`src/design/evq_pkg.sv`:
```
package evq_pkg;

   localparam int NumSlotsDefault = 16;
   localparam int PriorityLevelsDefault = 4;

   typedef enum logic [1:0] {
      CMD_COMMIT = 2'd0,
      CMD_HANDLE = 2'd1,
      CMD_QUERY  = 2'd2,
      CMD_NONE   = 2'd3
   } command_type;

   typedef enum logic [2:0] {
      OUT_NONE       = 3'd0,
      OUT_NORMAL     = 3'd1,
      OUT_REQUEST    = 3'd2,
      OUT_MATCHED    = 3'd3,
      OUT_DROPPED    = 3'd4,
      OUT_COMMIT_OK  = 3'd5,
      OUT_REFUSED    = 3'd6,
      OUT_QUERY      = 3'd7
   } outcome_type;

   localparam logic [2:0] KIND_NORMAL   = 3'd0;
   localparam logic [2:0] KIND_REQUEST  = 3'd1;
   localparam logic [2:0] KIND_WAITING  = 3'd2;
   localparam logic [2:0] KIND_RESPONSE = 3'd3;
   localparam logic [2:0] KIND_TIMEOUT  = 3'd4;

   typedef struct packed {
      logic [1:0]  command;
      logic [3:0]  slot;
      logic [15:0] event_id;
      logic [7:0]  delay_priority;
      logic [2:0]  kind;
      logic [31:0] data_tag;
   } req_type;

   typedef struct packed {
      logic [2:0]  outcome;
      logic [3:0]  dispatch_slot;
      logic [15:0] dispatch_id;
      logic [2:0]  dispatch_kind;
      logic [31:0] dispatch_tag;
      logic [3:0]  freed_request_slot;
      logic        slot_is_active;
   } rsp_type;

   // Commands from the controller to the datapath.
   typedef struct packed {
      logic load;       // capture the request
      logic commit;     // perform the commit decision and write
      logic query;      // answer a query
      logic scan_start; // reset scan pointer for a new pass
      logic scan_step;  // examine the entry at the scan pointer
      logic match_step; // examine the entry at the match pointer
      logic remove;     // remove one list place (pointer in rm_sel)
      logic rm_sel;     // 0: scan place, 1: match place
   } ctl_type;

   // Status from the datapath to the controller.
   typedef struct packed {
      logic scan_end;      // scan pointer past the list
      logic hit_dispatch;  // entry at scan pointer dispatches (normal/request)
      logic hit_reply;     // entry at scan pointer is a reply
      logic is_normal;
      logic match_end;     // match pointer past the list
      logic match_found;   // entry at match pointer matches
      logic match_after;   // match place is later than scan place
      logic [1:0] command;
   } sts_type;

endpackage

```
`src/design/event_queue_priority_age_match.sv`:
```
// Commit and query go through decode and done only; a handle step also runs up
// to PRIORITY_LEVELS passes of the single-entry scan and match walks over the
// ordered list.
// Throughput: one transaction at a time; busy stays high until the result shows.
// Synchronous reset clears the active flags, list length and controller state.
// Results cannot be stalled by the receiver.
module event_queue_priority_age_match #(
   parameter int NUM_SLOTS       = evq_pkg::NumSlotsDefault,
   parameter int PRIORITY_LEVELS = evq_pkg::PriorityLevelsDefault
) (
   input  logic             clock,
   input  logic             reset,
   input  logic             start,
   output logic             busy,
   input  evq_pkg::req_type req_data,
   output logic             rsp_strobe,
   output evq_pkg::rsp_type rsp_data
);
   evq_pkg::ctl_type ctl;
   evq_pkg::sts_type sts;
   logic             valid;

   evq_control #(.PRIORITY_LEVELS(PRIORITY_LEVELS)) u_control (
      .clock(clock), .reset(reset), .start(start), .sts(sts), .ctl(ctl),
      .busy(busy), .rsp_valid(valid)
   );

   evq_datapath #(.NUM_SLOTS(NUM_SLOTS)) u_datapath (
      .clock(clock), .reset(reset), .req_data(req_data), .ctl(ctl), .sts(sts),
      .rsp_data(rsp_data)
   );

   assign rsp_strobe = valid;
endmodule

```
`src/design/evq_datapath.sv`:
```
module evq_datapath #(
   parameter int NUM_SLOTS = evq_pkg::NumSlotsDefault
) (
   input  logic             clock,
   input  logic             reset,
   input  evq_pkg::req_type req_data,
   input  evq_pkg::ctl_type ctl,
   output evq_pkg::sts_type sts,
   output evq_pkg::rsp_type rsp_data
);
   localparam int IW = (NUM_SLOTS > 1) ? $clog2(NUM_SLOTS) : 1;
   localparam int LW = $clog2(NUM_SLOTS + 1);

   logic [15:0]   id_mem    [NUM_SLOTS];
   logic [7:0]    delay_mem [NUM_SLOTS];
   logic [2:0]    kind_mem  [NUM_SLOTS];
   logic [31:0]   tag_mem   [NUM_SLOTS];
   logic [IW-1:0] order_ff  [NUM_SLOTS];
   logic [NUM_SLOTS-1:0] active_ff;
   logic [LW-1:0] length_ff;

   evq_pkg::req_type req_ff;
   evq_pkg::rsp_type rsp_ff, rsp_in;
   logic [LW-1:0] scan_ff, match_ff;

   logic [IW-1:0] s_slot, m_slot, rm_slot;
   logic [LW-1:0] rm_pos;
   logic          slot_ok;
   logic [IW-1:0] req_slot;

   assign s_slot   = order_ff[scan_ff[IW-1:0]];
   assign m_slot   = order_ff[match_ff[IW-1:0]];
   assign rm_pos   = ctl.rm_sel ? match_ff : scan_ff;
   assign rm_slot  = order_ff[rm_pos[IW-1:0]];
   assign slot_ok  = {3'b0, req_ff.slot} < 7'(NUM_SLOTS);
   assign req_slot = IW'(req_ff.slot);

   always_comb begin
      sts.command      = req_ff.command;
      sts.scan_end     = scan_ff >= length_ff;
      sts.hit_dispatch = delay_mem[s_slot] == 8'd0 && kind_mem[s_slot] < evq_pkg::KIND_WAITING;
      sts.hit_reply    = delay_mem[s_slot] == 8'd0 && kind_mem[s_slot] > evq_pkg::KIND_WAITING;
      sts.is_normal    = kind_mem[s_slot] == evq_pkg::KIND_NORMAL;
      sts.match_end    = match_ff >= length_ff;
      sts.match_found  = kind_mem[m_slot] == evq_pkg::KIND_WAITING
                         && id_mem[m_slot] == id_mem[s_slot];
      sts.match_after  = match_ff > scan_ff;
   end

   always_comb begin
      rsp_in = rsp_ff;
      if (ctl.load) begin
         rsp_in = '0;
      end
      if (ctl.commit) begin
         if (!slot_ok || active_ff[req_slot] || length_ff >= LW'(NUM_SLOTS)) begin
            rsp_in.outcome = evq_pkg::OUT_REFUSED;
         end else begin
            rsp_in.outcome = evq_pkg::OUT_COMMIT_OK;
         end
      end
      if (ctl.query) begin
         rsp_in.outcome        = evq_pkg::OUT_QUERY;
         rsp_in.slot_is_active = slot_ok && active_ff[req_slot];
      end
      if (ctl.scan_step && (sts.hit_dispatch || sts.hit_reply)) begin
         rsp_in.dispatch_slot = 4'(s_slot);
         rsp_in.dispatch_id   = id_mem[s_slot];
         rsp_in.dispatch_kind = kind_mem[s_slot];
         rsp_in.dispatch_tag  = tag_mem[s_slot];
         if (sts.hit_reply) begin
            rsp_in.outcome = evq_pkg::OUT_DROPPED;
         end else if (sts.is_normal) begin
            rsp_in.outcome = evq_pkg::OUT_NORMAL;
         end else begin
            rsp_in.outcome = evq_pkg::OUT_REQUEST;
         end
      end
      if (ctl.match_step && !sts.match_end && sts.match_found) begin
         rsp_in.outcome            = evq_pkg::OUT_MATCHED;
         rsp_in.freed_request_slot = 4'(m_slot);
      end
   end

   always_ff @(posedge clock) begin
      if (ctl.load) begin
         req_ff <= req_data;
      end
      rsp_ff <= rsp_in;
      if (ctl.commit && slot_ok && !active_ff[req_slot] && length_ff < LW'(NUM_SLOTS)) begin
         id_mem[req_slot]    <= req_ff.event_id;
         delay_mem[req_slot] <= req_ff.delay_priority;
         kind_mem[req_slot]  <= req_ff.kind;
         tag_mem[req_slot]   <= req_ff.data_tag;
      end
      if (ctl.scan_step && !sts.scan_end) begin
         if (delay_mem[s_slot] != 8'd0) begin
            delay_mem[s_slot] <= delay_mem[s_slot] - 8'd1;
         end else if (sts.hit_dispatch && !sts.is_normal) begin
            kind_mem[s_slot] <= evq_pkg::KIND_WAITING;
         end
      end
      if (ctl.remove) begin
         // Close the gap left by the removed place.
         for (int k = 0; k < NUM_SLOTS - 1; k++) begin
            if (LW'(k) >= rm_pos) begin
               order_ff[k] <= order_ff[k + 1];
            end
         end
      end else if (ctl.commit && slot_ok && !active_ff[req_slot]
                   && length_ff < LW'(NUM_SLOTS)) begin
         order_ff[length_ff[IW-1:0]] <= req_slot;
      end
   end

   always_ff @(posedge clock) begin
      if (reset) begin
         active_ff <= '0;
         length_ff <= '0;
         scan_ff   <= '0;
         match_ff  <= '0;
      end else begin
         if (ctl.remove) begin
            active_ff[rm_slot] <= 1'b0;
            length_ff          <= length_ff - 1'b1;
         end else if (ctl.commit && slot_ok && !active_ff[req_slot]
                      && length_ff < LW'(NUM_SLOTS)) begin
            active_ff[req_slot] <= 1'b1;
            length_ff           <= length_ff + 1'b1;
         end
         if (ctl.scan_start) begin
            scan_ff <= '0;
         end else if (ctl.scan_step) begin
            // A hit holds the scan place for the match walk and the removal.
            if (!sts.hit_dispatch && !sts.hit_reply) begin
               scan_ff <= scan_ff + 1'b1;
            end
            match_ff <= '0;
         end else if (ctl.match_step && !sts.match_found) begin
            match_ff <= match_ff + 1'b1;
         end
      end
   end

   assign rsp_data = rsp_ff;
endmodule

```
`src/design/evq_control.sv`:
```
module evq_control #(
   parameter int PRIORITY_LEVELS = evq_pkg::PriorityLevelsDefault
) (
   input  logic             clock,
   input  logic             reset,
   input  logic             start,
   input  evq_pkg::sts_type sts,
   output evq_pkg::ctl_type ctl,
   output logic             busy,
   output logic             rsp_valid
);
   localparam int PW = $clog2(PRIORITY_LEVELS + 1);

   typedef enum logic [2:0] {
      IDLE, DECODE, SCAN, MATCH, REMOVE2, DONE
   } state_type;

   state_type state_ff, state_in;
   logic [PW-1:0] pass_ff, pass_in;
   logic          rm_late_ff, rm_late_in;

   always_comb begin
      ctl        = '0;
      state_in   = state_ff;
      pass_in    = pass_ff;
      rm_late_in = rm_late_ff;
      unique case (state_ff)
         IDLE: begin
            if (start && !busy) begin
               ctl.load = 1'b1;
               state_in = DECODE;
            end
         end
         DECODE: begin
            unique case (evq_pkg::command_type'(sts.command))
               evq_pkg::CMD_COMMIT: begin
                  ctl.commit = 1'b1;
                  state_in   = DONE;
               end
               evq_pkg::CMD_HANDLE: begin
                  ctl.scan_start = 1'b1;
                  pass_in        = '0;
                  state_in       = SCAN;
               end
               evq_pkg::CMD_QUERY: begin
                  ctl.query = 1'b1;
                  state_in  = DONE;
               end
               default: state_in = DONE;
            endcase
         end
         SCAN: begin
            if (sts.scan_end) begin
               ctl.scan_start = 1'b1;
               pass_in        = pass_ff + 1'b1;
               if (pass_ff + 1'b1 >= PW'(PRIORITY_LEVELS)) begin
                  state_in = DONE;
               end
            end else begin
               ctl.scan_step = 1'b1;
               if (sts.hit_dispatch) begin
                  if (sts.is_normal) begin
                     ctl.remove = 1'b1;
                  end
                  state_in = DONE;
               end else if (sts.hit_reply) begin
                  // The datapath holds the scan place while the match walk runs.
                  state_in = MATCH;
               end
            end
         end
         MATCH: begin
            if (sts.match_end) begin
               ctl.remove = 1'b1;
               state_in   = DONE;
            end else if (sts.match_found) begin
               ctl.remove     = 1'b1;
               ctl.rm_sel     = sts.match_after;
               ctl.match_step = 1'b1;
               rm_late_in     = sts.match_after;
               state_in       = REMOVE2;
            end else begin
               ctl.match_step = 1'b1;
            end
         end
         REMOVE2: begin
            ctl.remove = 1'b1;
            ctl.rm_sel = !rm_late_ff;
            state_in   = DONE;
         end
         DONE: begin
            state_in = IDLE;
         end
         default: state_in = IDLE;
      endcase
   end

   always_ff @(posedge clock) begin
      if (reset) begin
         state_ff   <= IDLE;
         pass_ff    <= '0;
         rm_late_ff <= 1'b0;
         rsp_valid  <= 1'b0;
      end else begin
         state_ff   <= state_in;
         pass_ff    <= pass_in;
         rm_late_ff <= rm_late_in;
         rsp_valid  <= state_ff == DONE;
      end
   end

   assign busy = state_ff != IDLE || rsp_valid;
endmodule
```
`config.mk`:
```
export PLATFORM = sky130hd
export DESIGN_NAME = event_queue_priority_age_match
export DESIGN_NICKNAME = d
export VERILOG_FILES = /design/src/design/evq_pkg.sv /design/src/design/event_queue_priority_age_match.sv /design/src/design/evq_datapath.sv /design/src/design/evq_control.sv
export SDC_FILE = /design/constraint.sdc
export NUM_CORES = 2
export LEC_CHECK = 0
export ABC_AREA = 0
export ABC_CLOCK_PERIOD_IN_PS = 10500
export BUFFER_PORTS_ARGS = -buffer_cell sky130_fd_sc_hd__buf_2
export CELL_PAD_IN_SITES_DETAIL_PLACEMENT = 0
export CELL_PAD_IN_SITES_GLOBAL_PLACEMENT = 1
export CORE_MARGIN = 5
export CORE_UTILIZATION = 50
export CTS_CLUSTER_SIZE = 20
export DETAILED_ROUTE_END_ITERATION = 8
export PLACE_DENSITY_LB_ADDON = 0.1
export RECOVER_POWER = 100
export SETUP_SLACK_MARGIN = 0.4
export SYNTH_ARGS = -nofsm -noshare
export SYNTH_HDL_FRONTEND = slang
export SYNTH_SLANG_ARGS = --single-unit
```
`constraint.sdc`:
```
create_clock -name clock -period 10.5 [get_ports clock]
set_clock_uncertainty 0.15 [all_clocks]
set_input_delay 1.05 -clock clock [delete_from_list [all_inputs] [get_ports clock]]
set_output_delay 1.05 -clock clock [all_outputs]
set_load 0.1 [all_outputs]
```
==> results.yml <==
logic_synthesis:
  synth_compound_area_frac: 0.07561
  synthTopCellsByArea: "edfxtp_1, nand2_1, mux2i_1"
  ys_warn_count: 0
  synth_xor_area_frac: 0.005228
  post-synth-top-area-cell: "edfxtp_1"
  ys_types: 85
  synth.avg_cell_area_um2: 13.39
  synth_common_cells: "edfxtp_1, nand2_1, mux2i_1"
  syn-cell-area_um2: 51930
  ys.flop_type: "edfxtp_1"
  yosysMostFrequentCell: "edfxtp_1"
  synth_top_area_share: 0.6552
  synthMuxAreaShare: 0.08580
  synthCells: 3879
  synthArstFlopShare: 0
  synth_top_family_by_area: "simple AND/OR/NAND/NOR gates"
  ys_seq_area_frac: 0.6744
  synth_seq_cells: 1183
  syn_nets: 3970
  synth_edf_count: 1133
  synth_fa_ha_area_frac: 0.005686
  synthSimpleGateAreaFrac: 0.1277
sta:
  setup_slack_ns: 1.169
  tns_ns: 0
  period_minus_slack_ns: 9.331
  finalCritPeriodShare: 0.8886
  setup_violations: 0
  slew_headroom: -2.086
  worstMarginPinSlew_ns: 4.628
  rsz0062_at_grt: "false"
  fin_hold_ws_ns: 0.3276
  drv_slew: 692
  max_freq_ghz: 0.1072
  hold_viol_final: 0
route:
  drcViolationCount: 0
  drt_pass1_iterations: 6
  vias_per_cell: 6.113
  postRouteAntennaNets: 0
  routed_wl_um: 148400
  dr_total_vias: 33330
  drt-wirelength-per-cell_um: 27.22
  drtIter0Drc: 3355
place:
  portBuffers: 132
  pre_cts_slack_ns: 2.295
  hpwlAfterDp_um: 85830
  dp.cells: 5219
  placed_area_um2: 54010
  place_congestion: 0.8826
grt:
  grt_max_degree: 182
  grt_pass1_wl_um: 216800
  grt_use_total: 0.2624
  grt_pass1_vias: 32550
  grt_overflow: 0
  antenna_found_initial: 3
clocking:
  cts-root-buf: "clkbuf_16"
  post_cts_buffers: 0
  numCtsBuffers: 130
  clkLatencyLatePin_ns: 0.74
  cts_tree: "yes"
  post_cts_resized: 0
  clockBufferDepth: 3
  cts.sinks: 1183
  clkTransAtPathRegs_ns: 0.06
  cts-hold-fix-buffers: 0
  cts.htree.levels: 4
cells_and_area:
  num-fill-cells: 8540
  layout.nets: 4062
  final_area_um2: 57800
  stdcell_count: 5453
  area_growth_pct: 11.31
  layout.core_utilization: 0.5593
  drive_gt1_frac: 0.1139
floorplanning:
  dieArea_um2: 110400
  die_width_um: 332.3
  rows: 118
  io_pins: 133
  core_um2: 103300
  die_height_um: 332.3
  floorplan.initialDensity: 0.5025
status:
  status: "finished, violations left"
  violations: "max-capacitance violations, max-slew violations"
run:
  cap_viol_max_count: 24
setup_path:
  critPathKind: "flip-flop to flip-flop"
  cp-start-kind: "flip-flop"
  crit_required_ns: 10.80
  cp-end-kind: "flip-flop"
  crit_arrival_ns: 9.63
  path_max_fanout: 101
pwr:
  ir_worst_vdd_uv: 269.1
  p_leak_nw: 19.68
  powerDensity_nw_per_um2: 230.4
  total_power_mw: 13.32
worst_hold_path:
  min_path_type: "flip-flop to flip-flop"
## report_power, final
| group | internal (mW) | switching [mW] |
|---|---|---|
| Clock | 2.61 | 1.84 |
| Combinational | 0.799 | 2.13 |
| Sequential | 5.64 | 0.302 |
| Total | 9.04 | 4.28 |
## worst paths after layout
path / to / cells past startpoint / startpoint / slack [ns]
hold reg to reg: u_control.rm_late_ff / 2 / u_control.rm_late_ff / 0.33
setup / recovery: u_datapath.rsp_data[50] / 15 / flip-flop / 1.17
hold / removal: u_control.rm_late_ff / 2 / u_control.rm_late_ff / 0.33
setup reg to reg: u_datapath.rsp_data[50] / 15 / flip-flop / 1.17
## layer usage
metal | track usage | vias up | wire length (µm)
met4 | 0.07276 | 0 | 3625
met2 | 0.4139 | 1258 | 69190
li1 | - | 14950 | -
met1 | 0.3741 | 16900 | 64210
met3 | 0.05584 | 224 | 11380
met5 | 0 | - | 0
## critical path: stages (launching register included)
cell      delay (ns)
dfxtp_1         0.99
mux4_2          0.59
or2_0           0.25
a32oi_1         1.09
clkbuf_1        0.76
buf_12          0.41
mux2i_1         0.16
mux2i_1         0.22
mux2i_1         0.18
nor3b_1         0.39
nand2_1         0.17
or3_1           0.52
or3_1           0.66
a21oi_4         0.21
clkbuf_2        1.44
nor2b_1         0.61
## cells in the final DEF, fill, tap and decap left out, types with 14 or more instances in the layout
cell and count:
edfxtp_1 1133, nand2_1 821, mux2i_1 222, nand3_1 208, a311oi_1 157, clkbuf_1 133
clkbuf_16 131, nor2_1 109, and3_1 88, mux2_2 80, a21oi_1 73, o21ai_0 68
mux4_2 52, buf_2 51, dfxtp_1 50, buf_4 47, nor3b_1 42, a211oi_1 42
a31oi_1 40, o22ai_1 38, clkinv_1 34, nor2b_1 33, nor3_1 29, inv_1 26
and2_1 23, ha_1 22, nand2b_1 19, xnor2_1 18, clkinv_2 17, o211ai_1 14
and2_0 14
## cells by family after synthesis
group | after synthesis
and+or+nand+nor | 1452
DFF | 1183
AOI/OAI and AO/OA | 536
muxes | 365
buffers and inverters | 289
xor gates and xnor gates | 31
adders and majority gates | 23
## sequential cells by signal, indices dropped and copies added (netlist names), 5 cells and up, named ones only
name,flops
u_datapath.delay_mem,128
u_datapath.tag_mem,512
u_datapath.id_mem,256
u_datapath.rsp_data,63
u_datapath.length_ff,5
u_datapath.order_ff,64
u_datapath.active_ff,16
u_datapath.scan_ff,5
u_datapath.match_ff,5
u_datapath.kind_mem,48
u_datapath.req_ff,59
## layout make-up
cell class                 instances  area (µm²)  share of cell area
clock inverter                    77       757.0             0.01310
clock buffer                     156        3396             0.05875
multi-input combinational       2407       15660              0.2709
tap                             1380        1727             0.02987
inverter                          29       111.4            0.001927
timing repair buffer             220        1125             0.01946
sequential                      1183       35020              0.6059
antenna                            1       2.502          0.00004329
No activity file was read; power rests on OpenSTA's default activity.
